File: src/rtl/i4bs_pkg.sv
package i4bs_pkg;

  localparam int unsigned TILE_EDGE   = 32;
  localparam int unsigned MAX_K_TILES = 128;
  localparam int unsigned MAX_N_TILES = 128;

  localparam int unsigned TILE_W    = 8;
  localparam int unsigned PAIR_W    = 11;
  localparam int unsigned COL_W     = 12;
  localparam int unsigned ADDR_W    = 24;
  localparam int unsigned CFG_AW    = 3;
  localparam int unsigned CFG_DW    = 32;

  typedef enum logic [0:0] {
    REG_K_TILES = 1'b0,
    REG_N_TILES = 1'b1
  } reg_idx_t;

  typedef struct packed {
    logic [ADDR_W-1:0] dest_address;
    logic              is_last;
  } addr_info_t;

  typedef struct packed {
    logic signed [7:0] even_value;
    logic signed [7:0] odd_value;
    logic [ADDR_W-1:0] dest_address;
    logic              is_last;
  } result_t;

  // zero behaves as one, anything above the maximum as the maximum
  function automatic logic [TILE_W-1:0] clamp_tiles(input logic [TILE_W-1:0] v,
                                                    input logic [TILE_W-1:0] maxv);
    logic [TILE_W-1:0] res;
    if (v == '0) begin
      res = TILE_W'(1);
    end else if (v > maxv) begin
      res = maxv;
    end else begin
      res = v;
    end
    return res;
  endfunction

endpackage

File: src/rtl/i4bs_lane.sv
module i4bs_lane (
  input  logic [3:0]        nibble,
  input  logic [7:0]        scale,
  output logic signed [7:0] value
);

  logic signed [12:0] product;

  always_comb begin
    product = 13'($signed(nibble) * $signed({1'b0, scale}));
    if (product < -13'sd128) begin
      value = -8'sd128;
    end else if (product > 13'sd127) begin
      value = 8'sd127;
    end else begin
      value = product[7:0];
    end
  end

endmodule

File: src/rtl/i4bs_addr.sv
module i4bs_addr (
  input  logic                             clk,
  input  logic                             rst_n,
  input  logic                             advance,
  input  logic [i4bs_pkg::TILE_W-1:0]      kt_eff,
  input  logic [i4bs_pkg::TILE_W-1:0]      nt_eff,
  output i4bs_pkg::addr_info_t             info
);

  logic [i4bs_pkg::PAIR_W-1:0] pair_row_r, pair_row_nxt;
  logic [i4bs_pkg::COL_W-1:0]  column_r, column_nxt;
  logic [i4bs_pkg::PAIR_W:0]   last_pair_wide;
  logic [i4bs_pkg::COL_W:0]    last_col_wide;
  logic                        row_end;
  logic                        tensor_end;
  logic [14:0]                 tile_prod;
  logic [15:0]                 tile_idx;

  always_comb begin
    last_pair_wide = {kt_eff, 4'b0000} - 12'd1;
    last_col_wide  = {nt_eff, 5'b00000} - 13'd1;
    row_end    = column_r >= last_col_wide[i4bs_pkg::COL_W-1:0];
    tensor_end = row_end && (pair_row_r >= last_pair_wide[i4bs_pkg::PAIR_W-1:0]);

    tile_prod = 15'(pair_row_r[10:4]) * 15'(nt_eff);
    tile_idx  = {1'b0, tile_prod} + {9'b0, column_r[11:5]};
    // within a tile: four rows interleaved per column, 128 bytes per row group
    info.dest_address = {tile_idx[13:0], pair_row_r[3:1], column_r[4:0], pair_row_r[0], 1'b0};
    info.is_last      = tensor_end;

    pair_row_nxt = pair_row_r;
    column_nxt   = column_r;
    if (advance) begin
      if (row_end) begin
        column_nxt   = '0;
        pair_row_nxt = tensor_end ? '0 : pair_row_r + 11'd1;
      end else begin
        column_nxt = column_r + 12'd1;
      end
    end
  end

  always_ff @(posedge clk) begin
    if (!rst_n) begin
      pair_row_r <= '0;
      column_r   <= '0;
    end else begin
      pair_row_r <= pair_row_nxt;
      column_r   <= column_nxt;
    end
  end

endmodule

File: src/rtl/int4_block_scale_expand_to_i8.sv
// Block-scaled int4 to int8 weight expander.
// Input channel (in_*): one packed byte per transaction, two signed nibbles
// (low = even K row, high = odd K row) with the unsigned block scale, in
// storage order: all columns of a pair row, then the next pair row.
// Output channel (out_*): both saturated int8 products, the tiled byte address
// of the even value (odd value at address + 1) and a flag on the final byte.
// Two lanes expand the nibbles side by side; an address unit walks the pair
// row and column counters; the merge stage registers the result.
// The result is registered in the output register, or in the skid register while the output is held.
// Throughput: one transaction per cycle while in_stall is low.
// A skid register holds one result when out_stall is raised; in_stall rises
// only once it is occupied, so no transaction is lost.
// APB port: k_tiles at 0x0, n_tiles at 0x4 (zero acts as one, values above
// 128 act as 128). Rewriting a register does not reset the counters.
// Reset (rst_n low, synchronous): both registers read 1, counters go to the
// first byte of the tensor and the output side is emptied.
module int4_block_scale_expand_to_i8 (
  input  logic                              clk,
  input  logic                              rst_n,
  input  logic                              in_valid,
  output logic                              in_stall,
  input  logic [7:0]                        in_packed_byte,
  input  logic [7:0]                        in_block_scale,
  output logic                              out_valid,
  input  logic                              out_stall,
  output logic signed [7:0]                 out_even_value,
  output logic signed [7:0]                 out_odd_value,
  output logic [i4bs_pkg::ADDR_W-1:0]       out_dest_address,
  output logic                              out_is_last,
  input  logic                              psel,
  input  logic                              penable,
  input  logic                              pwrite,
  input  logic [i4bs_pkg::CFG_AW-1:0]       paddr,
  input  logic [i4bs_pkg::CFG_DW-1:0]       pwdata,
  output logic [i4bs_pkg::CFG_DW-1:0]       prdata,
  output logic                              pready
);

  logic [i4bs_pkg::TILE_W-1:0] k_tiles_r, k_tiles_nxt;
  logic [i4bs_pkg::TILE_W-1:0] n_tiles_r, n_tiles_nxt;
  logic [i4bs_pkg::TILE_W-1:0] kt_eff, nt_eff;
  i4bs_pkg::reg_idx_t          reg_sel;
  logic                        cfg_wr;

  logic                        accept;
  logic signed [7:0]           even_val, odd_val;
  i4bs_pkg::addr_info_t        addr_info;
  i4bs_pkg::result_t           new_res;

  i4bs_pkg::result_t           out_r, out_nxt;
  logic                        out_valid_r, out_valid_nxt;
  i4bs_pkg::result_t           skid_r, skid_nxt;
  logic                        skid_valid_r, skid_valid_nxt;

  // configuration
  assign pready  = 1'b1;
  assign reg_sel = i4bs_pkg::reg_idx_t'(paddr[2]);
  assign cfg_wr  = psel && penable && pwrite;

  always_comb begin
    k_tiles_nxt = k_tiles_r;
    n_tiles_nxt = n_tiles_r;
    prdata      = '0;
    case (reg_sel)
      i4bs_pkg::REG_K_TILES: begin
        prdata = {24'b0, k_tiles_r};
        if (cfg_wr) k_tiles_nxt = pwdata[7:0];
      end
      i4bs_pkg::REG_N_TILES: begin
        prdata = {24'b0, n_tiles_r};
        if (cfg_wr) n_tiles_nxt = pwdata[7:0];
      end
      default: begin
        prdata = '0;
      end
    endcase
  end

  assign kt_eff = i4bs_pkg::clamp_tiles(k_tiles_r, i4bs_pkg::TILE_W'(i4bs_pkg::MAX_K_TILES));
  assign nt_eff = i4bs_pkg::clamp_tiles(n_tiles_r, i4bs_pkg::TILE_W'(i4bs_pkg::MAX_N_TILES));

  // datapath
  assign in_stall = skid_valid_r;
  assign accept   = in_valid && !in_stall;

  i4bs_lane u_lane_even (
    .nibble (in_packed_byte[3:0]),
    .scale  (in_block_scale),
    .value  (even_val)
  );

  i4bs_lane u_lane_odd (
    .nibble (in_packed_byte[7:4]),
    .scale  (in_block_scale),
    .value  (odd_val)
  );

  i4bs_addr u_addr (
    .clk     (clk),
    .rst_n   (rst_n),
    .advance (accept),
    .kt_eff  (kt_eff),
    .nt_eff  (nt_eff),
    .info    (addr_info)
  );

  always_comb begin
    new_res.even_value   = even_val;
    new_res.odd_value    = odd_val;
    new_res.dest_address = addr_info.dest_address;
    new_res.is_last      = addr_info.is_last;

    out_nxt        = out_r;
    out_valid_nxt  = out_valid_r;
    skid_nxt       = skid_r;
    skid_valid_nxt = skid_valid_r;
    if (!out_valid_r || !out_stall) begin
      if (skid_valid_r) begin
        out_nxt        = skid_r;
        out_valid_nxt  = 1'b1;
        skid_valid_nxt = 1'b0;
      end else begin
        out_nxt       = new_res;
        out_valid_nxt = accept;
      end
    end else if (accept) begin
      // output held: park the transaction in the skid slot
      skid_nxt       = new_res;
      skid_valid_nxt = 1'b1;
    end
  end

  always_ff @(posedge clk) begin
    if (!rst_n) begin
      k_tiles_r    <= 8'd1;
      n_tiles_r    <= 8'd1;
      out_valid_r  <= 1'b0;
      skid_valid_r <= 1'b0;
    end else begin
      k_tiles_r    <= k_tiles_nxt;
      n_tiles_r    <= n_tiles_nxt;
      out_valid_r  <= out_valid_nxt;
      skid_valid_r <= skid_valid_nxt;
    end
  end

  always_ff @(posedge clk) begin
    out_r  <= out_nxt;
    skid_r <= skid_nxt;
  end

  assign out_valid        = out_valid_r;
  assign out_even_value   = out_r.even_value;
  assign out_odd_value    = out_r.odd_value;
  assign out_dest_address = out_r.dest_address;
  assign out_is_last      = out_r.is_last;

endmodule

File: config.mk
export PLATFORM = sky130hd
export DESIGN_NAME = int4_block_scale_expand_to_i8
export DESIGN_NICKNAME = d
export VERILOG_FILES = /design/src/rtl/i4bs_pkg.sv /design/src/rtl/i4bs_lane.sv /design/src/rtl/i4bs_addr.sv /design/src/rtl/int4_block_scale_expand_to_i8.sv
export SDC_FILE = /design/constraint.sdc
export NUM_CORES = 1
export LEC_CHECK = 0
export ABC_CLOCK_PERIOD_IN_PS = 5200
export BUFFER_PORTS_ARGS = -buffer_cell sky130_fd_sc_hd__buf_2
export CAP_MARGIN = 20
export CORE_MARGIN = 1.5
export CORE_UTILIZATION = 45
export DETAILED_ROUTE_END_ITERATION = 8
export PLACE_DENSITY_LB_ADDON = 0.05
export SLEW_MARGIN = 25
export SYNTH_ARGS = -nofsm -noshare
export SYNTH_HDL_FRONTEND = slang
export SYNTH_SLANG_ARGS = --single-unit
File: constraint.sdc
create_clock -name clk -period 5.2 [get_ports clk]
set_clock_uncertainty 0.1 [all_clocks]
set_input_delay 1.04 -clock clk [delete_from_list [all_inputs] [get_ports clk]]
set_output_delay 1.04 -clock clk [all_outputs]
set_load 0.02 [all_outputs]
**After elaboration in Yosys (flattened, before gate mapping)**

Index checks and enable logic that the tools add are counted.

- Register bits: 121
- Output and inout port bits: 76
- Word-level logic and storage cells: 61

- Add/subtract/negate cells: 5
- $mul: 3
- Magnitude comparators: 8
- Muxes and demuxes: 13
- Bitwise operators: 3
- Reduce and logical (&&, ||, !) cells: 15

Operators with widths:

| kind | number |
|---|---|
| one-hot mux 32 bit (2 select lines) | 1 |
| two-way mux 8 bit | 6 |
| two-way mux 41 bit | 1 |
| > comparator 13 x 8 -> 1 bit (second input constant) | 2 |
| < comparator 13 x 8 -> 1 bit (second input constant) | 2 |
| multiplier 4 x 9 -> 13 bit | 2 |
| > comparator 8 bit (second input constant) | 2 |
| zero test 8 bit | 2 |
| adder 14 x 7 -> 14 bit | 1 |
| multiplier 7 x 8 -> 14 bit | 1 |
| two-way mux 7 bit | 2 |
| adder 12 x 1 -> 12 bit (second input constant) | 1 |
| >= comparator 12 bit | 1 |
| two-way mux 12 bit | 1 |
| subtractor 12 x 1 -> 12 bit (second input constant) | 1 |
| adder 11 x 1 -> 11 bit (second input constant) | 1 |
| >= comparator 11 bit | 1 |
| two-way mux 11 bit | 1 |
| subtractor 11 x 1 -> 11 bit (second input constant) | 1 |
| AND reduction 2 bit | 4 |
| logical AND 1 bit | 4 |
| zero test 1 bit | 3 |
| NOT 1 bit | 3 |
| OR reduction 2 bit | 1 |
| 2 further kinds | 2 |

**Depth between registers and ports, before layout**

- Word-level depth: 7
- Gate-level depth with buffers: 21

**Hierarchy**

A second synthesis with hierarchy kept.

- Cells, all modules: 994
- Area, all modules: 10207.3 um2

By module, submodules not included:

| module | instances | cells an instance | area an instance (um2) | sequential area each (um2) |
|---|---|---|---|---|
| int4_block_scale_expand_to_i8 | 1 | 256 | 4097.7 | 2822.7 |
| i4bs_addr | 1 | 445 | 3637.2 | 460.4 |
| i4bs_lane at u_lane_even | 1 | 156 | 1301.2 | 0.0 |
| i4bs_lane at u_lane_odd | 1 | 137 | 1171.1 | 0.0 |

**Least setup slack after synthesis**

OpenSTA, ideal clock, no wires.

- Path kind: register -> register
- From: register n_tiles_r[3] (netlist name)
- To: register out_r (netlist bit out_dest_address[23]) (data pin)
- Setup time: 0.281 ns
- Arrival time: 4.997 ns
- Slack: -0.178 ns
- Cell stages (with the launch flop): 19
- Path buffers: 0
- Cell sequence: dfxtp_1 or4_1 nor3_1 nor2_1 nor2_1 nand2_1 fa_1 fa_1 inv_1 fa_1 inv_1 fa_1 inv_1 ha_1 o31ai_1 nor3_1 a211o_1 o31ai_1 a221oi_1

- Cells in the longest elaborated chain, start to end: 6

RTL lines:

| item | line | RTL |
|---|---|---|
| from (decl) | int4_block_scale_expand_to_i8.sv:40 | `logic [i4bs_pkg::TILE_W-1:0] n_tiles_r, n_tiles_nxt;` |
| from (signal assigned) | int4_block_scale_expand_to_i8.sv:141 | `n_tiles_r <= n_tiles_nxt;` |
| > comparator 8 bit | i4bs_pkg.sv:37 | `end else if (v > maxv) begin` |
| two-way mux 8 bit | i4bs_pkg.sv:37 |  |
| two-way mux 8 bit * | i4bs_pkg.sv:35 | `if (v == '0) begin` |
| multiplier 7 x 8 -> 14 bit * | i4bs_addr.sv:25 | `tile_prod = 15'(pair_row_r[10:4]) * 15'(nt_eff);` |
| adder 14 x 7 -> 14 bit * | i4bs_addr.sv:26 | `tile_idx = {1'b0, tile_prod} + {9'b0, column_r[11:5]};` |
| two-way mux 41 bit * | int4_block_scale_expand_to_i8.sv:118 | `if (skid_valid_r) begin` |
| to (signal assigned) | int4_block_scale_expand_to_i8.sv:148 | `out_r <= out_nxt;` |
| to (decl) | int4_block_scale_expand_to_i8.sv:50 | `i4bs_pkg::result_t out_r, out_nxt;` |

Every way passes the cells marked *; elsewhere a longest branch is shown, timed or not.
A chain may end at the register's enable or synchronous reset.

**Worst setup path in the final report**

- From: register n_tiles_r[5] (netlist name)
- To: register out_r (netlist bit out_dest_address[23]) (data pin)

Same word-level chain as after synthesis.

==> impl_metrics.csv <==
group,metric,value,unit
floorplanning,row_count,55,
synthesis,netlist_instances,1107,
synthesis,synth_seq_cells,121,
clocking,clkSinkCount,121,
synthesis,synth_edf_count,80,
sta,fin_crit,5.111,ns
sta,fmax,195.7,MHz
routing,drtIter0Drc,371,
place,place_congestion,0.7834,
place,hpwl,17740,µm
synthesis,synth_top_family_by_area,"adder cells",
synthesis,synth.top_cell.area_share,0.2269,
synthesis,synth_compound_area_frac,0.1305,
power,p_leak,5.828,nW
finish,fin_cells,1596,
sta,relSlewSlack,0.3781,
sta,setup_tns,0,ns
routing,wl_per_cell,14.33,µm
worst_setup_path,crit_path_start_kind,"flop",
routing,met1_length,11890,µm
worst_setup_path,critPathMaxFanout,3,
floorplanning,die_h,156.4,µm
power,totalPowerFinal,3.351,mW
worst_setup_path,path_class,"reg -> reg",
synthesis,yosysTopAreaCell,"edfxtp_1",
worst_setup_path,cp_data_required_time,5.38,ns
place,io_buffers,81,
synthesis,synthTopCellsByArea,"edfxtp_1, ha_1, fa_1, dfxtp_1, and2_1",
global_route,antenna_found_initial,0,
run_status,status,"finished clean",
synthesis,netlist_area,0.01059,mm²
synthesis,yosysWarnings,0,
floorplanning,dieArea,0.02445,mm²
sta,maxSlewViolCount,0,
place,dp.cells,1558,
routing,viasPerCell,5.090,
routing,firstDrtPassIters,7,
place,preCtsSetupSlack,-0.4408,ns
floorplanning,start_util,0.4634,
finish,final_area,0.01266,mm²
clocking,htree_num_levels,4,
routing,drc,0,
synthesis,synth_ff_type,"edfxtp_1",
sta,period_share,0.9829,
synthesis,async_flop_share,0,
global_route,grt_max_degree,43,
floorplanning,coreArea,0.02285,mm²
worst_setup_path,worstSetupEndpointType,"flop",
job,cap_viol_max_count,0,
clocking,clkSlewWorstSetupHoldPaths,0.06,ns
finish,fillers,2159,
global_route,grt_use_total,0.1981,
floorplanning,io-pin-count,134,
synthesis,muxShareOfSynthArea,0.02860,
place,place_area,0.01186,mm²
finish,diodes,0,
global_route,grt_pass1_wl,38870,µm
worst_hold_path,worstHoldStart,"k_tiles_r[4]",
routing,vias,8124,
synthesis,ys_seq_area_frac,0.3045,
sta,finalHoldViolations,0,
clocking,cts_root_buf,"clkbuf_16",
synthesis,synthDistinctLibCells,75,
worst_setup_path,arrival,5.29,ns
routing,ant_nets,0,
routing,wl_met2,10070,µm
finish,final_util,0.5543,
clocking,cts_buffer_depth,2,
synthesis,synthAdderAreaFrac,0.2359,
sta,setup_slack,0.08910,ns
floorplanning,die_w,156.4,µm
power,powerDensity,264.6,mW/mm²
sta,whs,0.3962,ns
sta,max_slew.worst_pin.slew,0.9306,ns
worst_setup_path,startpoint,"n_tiles_r[5]",
synthesis,synth.avg_cell_area,9.563,µm²
worst_hold_path,hold_class,"reg -> reg",
routing,dr_wl_met3,658,µm
worst_setup_path,worstReg2RegStart,"n_tiles_r[5]",
sta,setup_viol,0,
global_route,grt_pass1_vias,7869,
finish,drive_above_1_share,0.2307,
clocking,cts_buffers,17,
sta,rsz0062_at_grt,"true",
synthesis,synth-simple-area-share,0.2003,
clocking,clk_latency,0.42,ns
routing,routed_wl,22870,µm
clocking,cts_tree,"done",
finish,nets,1491,
finish,seqCellArea,0.003226,mm²
global_route,overflow,0,
synthesis,synth_xor_area_frac,0.02896,
finish,areaGrowthSynthToFinish,19.63,%
power,ir_drop,0.1759,mV
routing,highest_layer,"met4",
finish,multi_input_area,0.006879,mm²
## layout make-up
class | instances | area share
Clock buffer | 19 | 0.03497
Sequential cell | 121 | 0.2547
Timing Repair Buffer | 174 | 0.08842
Clock inverter | 13 | 0.01344
Inverter | 116 | 0.03438
Tap cell | 313 | 0.03092
Multi-Input combinational cell | 840 | 0.5432
## path summary, 6_finish.rpt
path	end	slack, ns	cells past startpoint
worst min-delay path	k_tiles_r[4]	0.40	2
worst max register to register	out_dest_address[23]	0.09	20
worst min register to register	k_tiles_r[4]	0.40	2
worst max-delay path	out_dest_address[23]	0.09	20
## timing repair
action | 4_1_cts | 5_1_grt
pin swaps | 15 | 17
resized for setup | 17 | 17
setup buffers | 1 | 5
setup endpoints to repair | 9 | 35
hold buffers | 0 | 0
## kinds of logic (layout without fill, tap and decap cells)
| logic type | Yosys count | count (layout) |
|---|---|---|
| simple gates | 407 | 407 |
| flops | 121 | 121 |
| fa+ha+maj | 163 | 163 |
| mux | 27 | 27 |
| compound gates | 182 | 182 |
| other cells | 2 | 26 |
| xor+xnor | 35 | 35 |
| buf+inv | 170 | 322 |
## sequential cells by signal, indices dropped and copies added, names as in the netlist
signal / cells
in_stall: 1
k_tiles_r: 8
n_tiles_r: 8
out_dest_address: 23
out_even_value: 8
out_is_last: 1
out_odd_value: 8
out_valid: 1
skid_r: 40
u_addr.column_r: 12
u_addr.pair_row_r: 11
## worst max-delay path, stage by stage, from the launching register on
cell and delay (ns):
dfxtp_2 0.32, or4_4 0.55, nor3_4 0.13, nor2_2 0.06, nor2_2 0.16, nand2_1 0.10, fa_2 0.43, fa_1 0.50
inv_2 0.04, fa_1 0.52, inv_1 0.04, fa_1 0.48, inv_2 0.04, ha_4 0.16, nor3_2 0.14, o21a_1 0.17
nor3_1 0.06, a211o_1 0.30, o311a_1 0.32, a221oi_2 0.18, buf_4 0.16
## synth_stat cells, types with 4 or more instances
library cell,instances
a211oi_1,6
xnor2_1,23
or4_1,4
mux2_2,26
or3_1,11
and2_1,78
o31ai_1,18
and3_1,9
nand3_1,18
buf_4,27
nor4_1,8
nand2b_1,13
a21oi_1,26
o22ai_1,5
o211ai_1,6
buf_2,6
o21a_1,10
nor3_1,24
o21ai_0,17
a31oi_1,7
xor2_1,12
a21o_1,16
nand2_1,121
inv_1,115
nor2b_1,28
dfxtp_1,41
ha_1,102
edfxtp_1,80
fa_1,61
nor2_1,69
a21boi_0,17
nand4_1,5
a221oi_1,5
clkbuf_1,19
o2111ai_1,7
## power by group
group,internal [mW],switching (mW)
registers,1.10,0.0227
logic,0.431,0.593
clock network,0.769,0.437
total,2.30,1.05
## layer usage
metal	vias up	global-route usage
li1	4120	-
met1	3847	0.2922
met2	140	0.3043
met3	17	0.02908
met4	0	0.04898
met5	-	0
## placed cells by master (no fill, tap or decap), drive strengths merged, types with 12 or more instances in the layout
cell type	Yosys	routed
o21ai	23	23
conb	2	26
nor2b	28	28
dfxtp	41	41
edfxtp	80	80
xor2	12	12
a21o	16	16
nand2	121	121
and2	78	78
o31ai	18	18
xnor2	23	23
nor3	27	27
a21boi	17	17
ha	102	102
fa	61	61
mux2	26	26
a21oi	27	27
clkbuf	19	19
nor2	69	69
nand3	18	18
buf	35	174
inv	116	117
nand2b	13	13
Note: power is estimated with default switching activity, not from simulation.
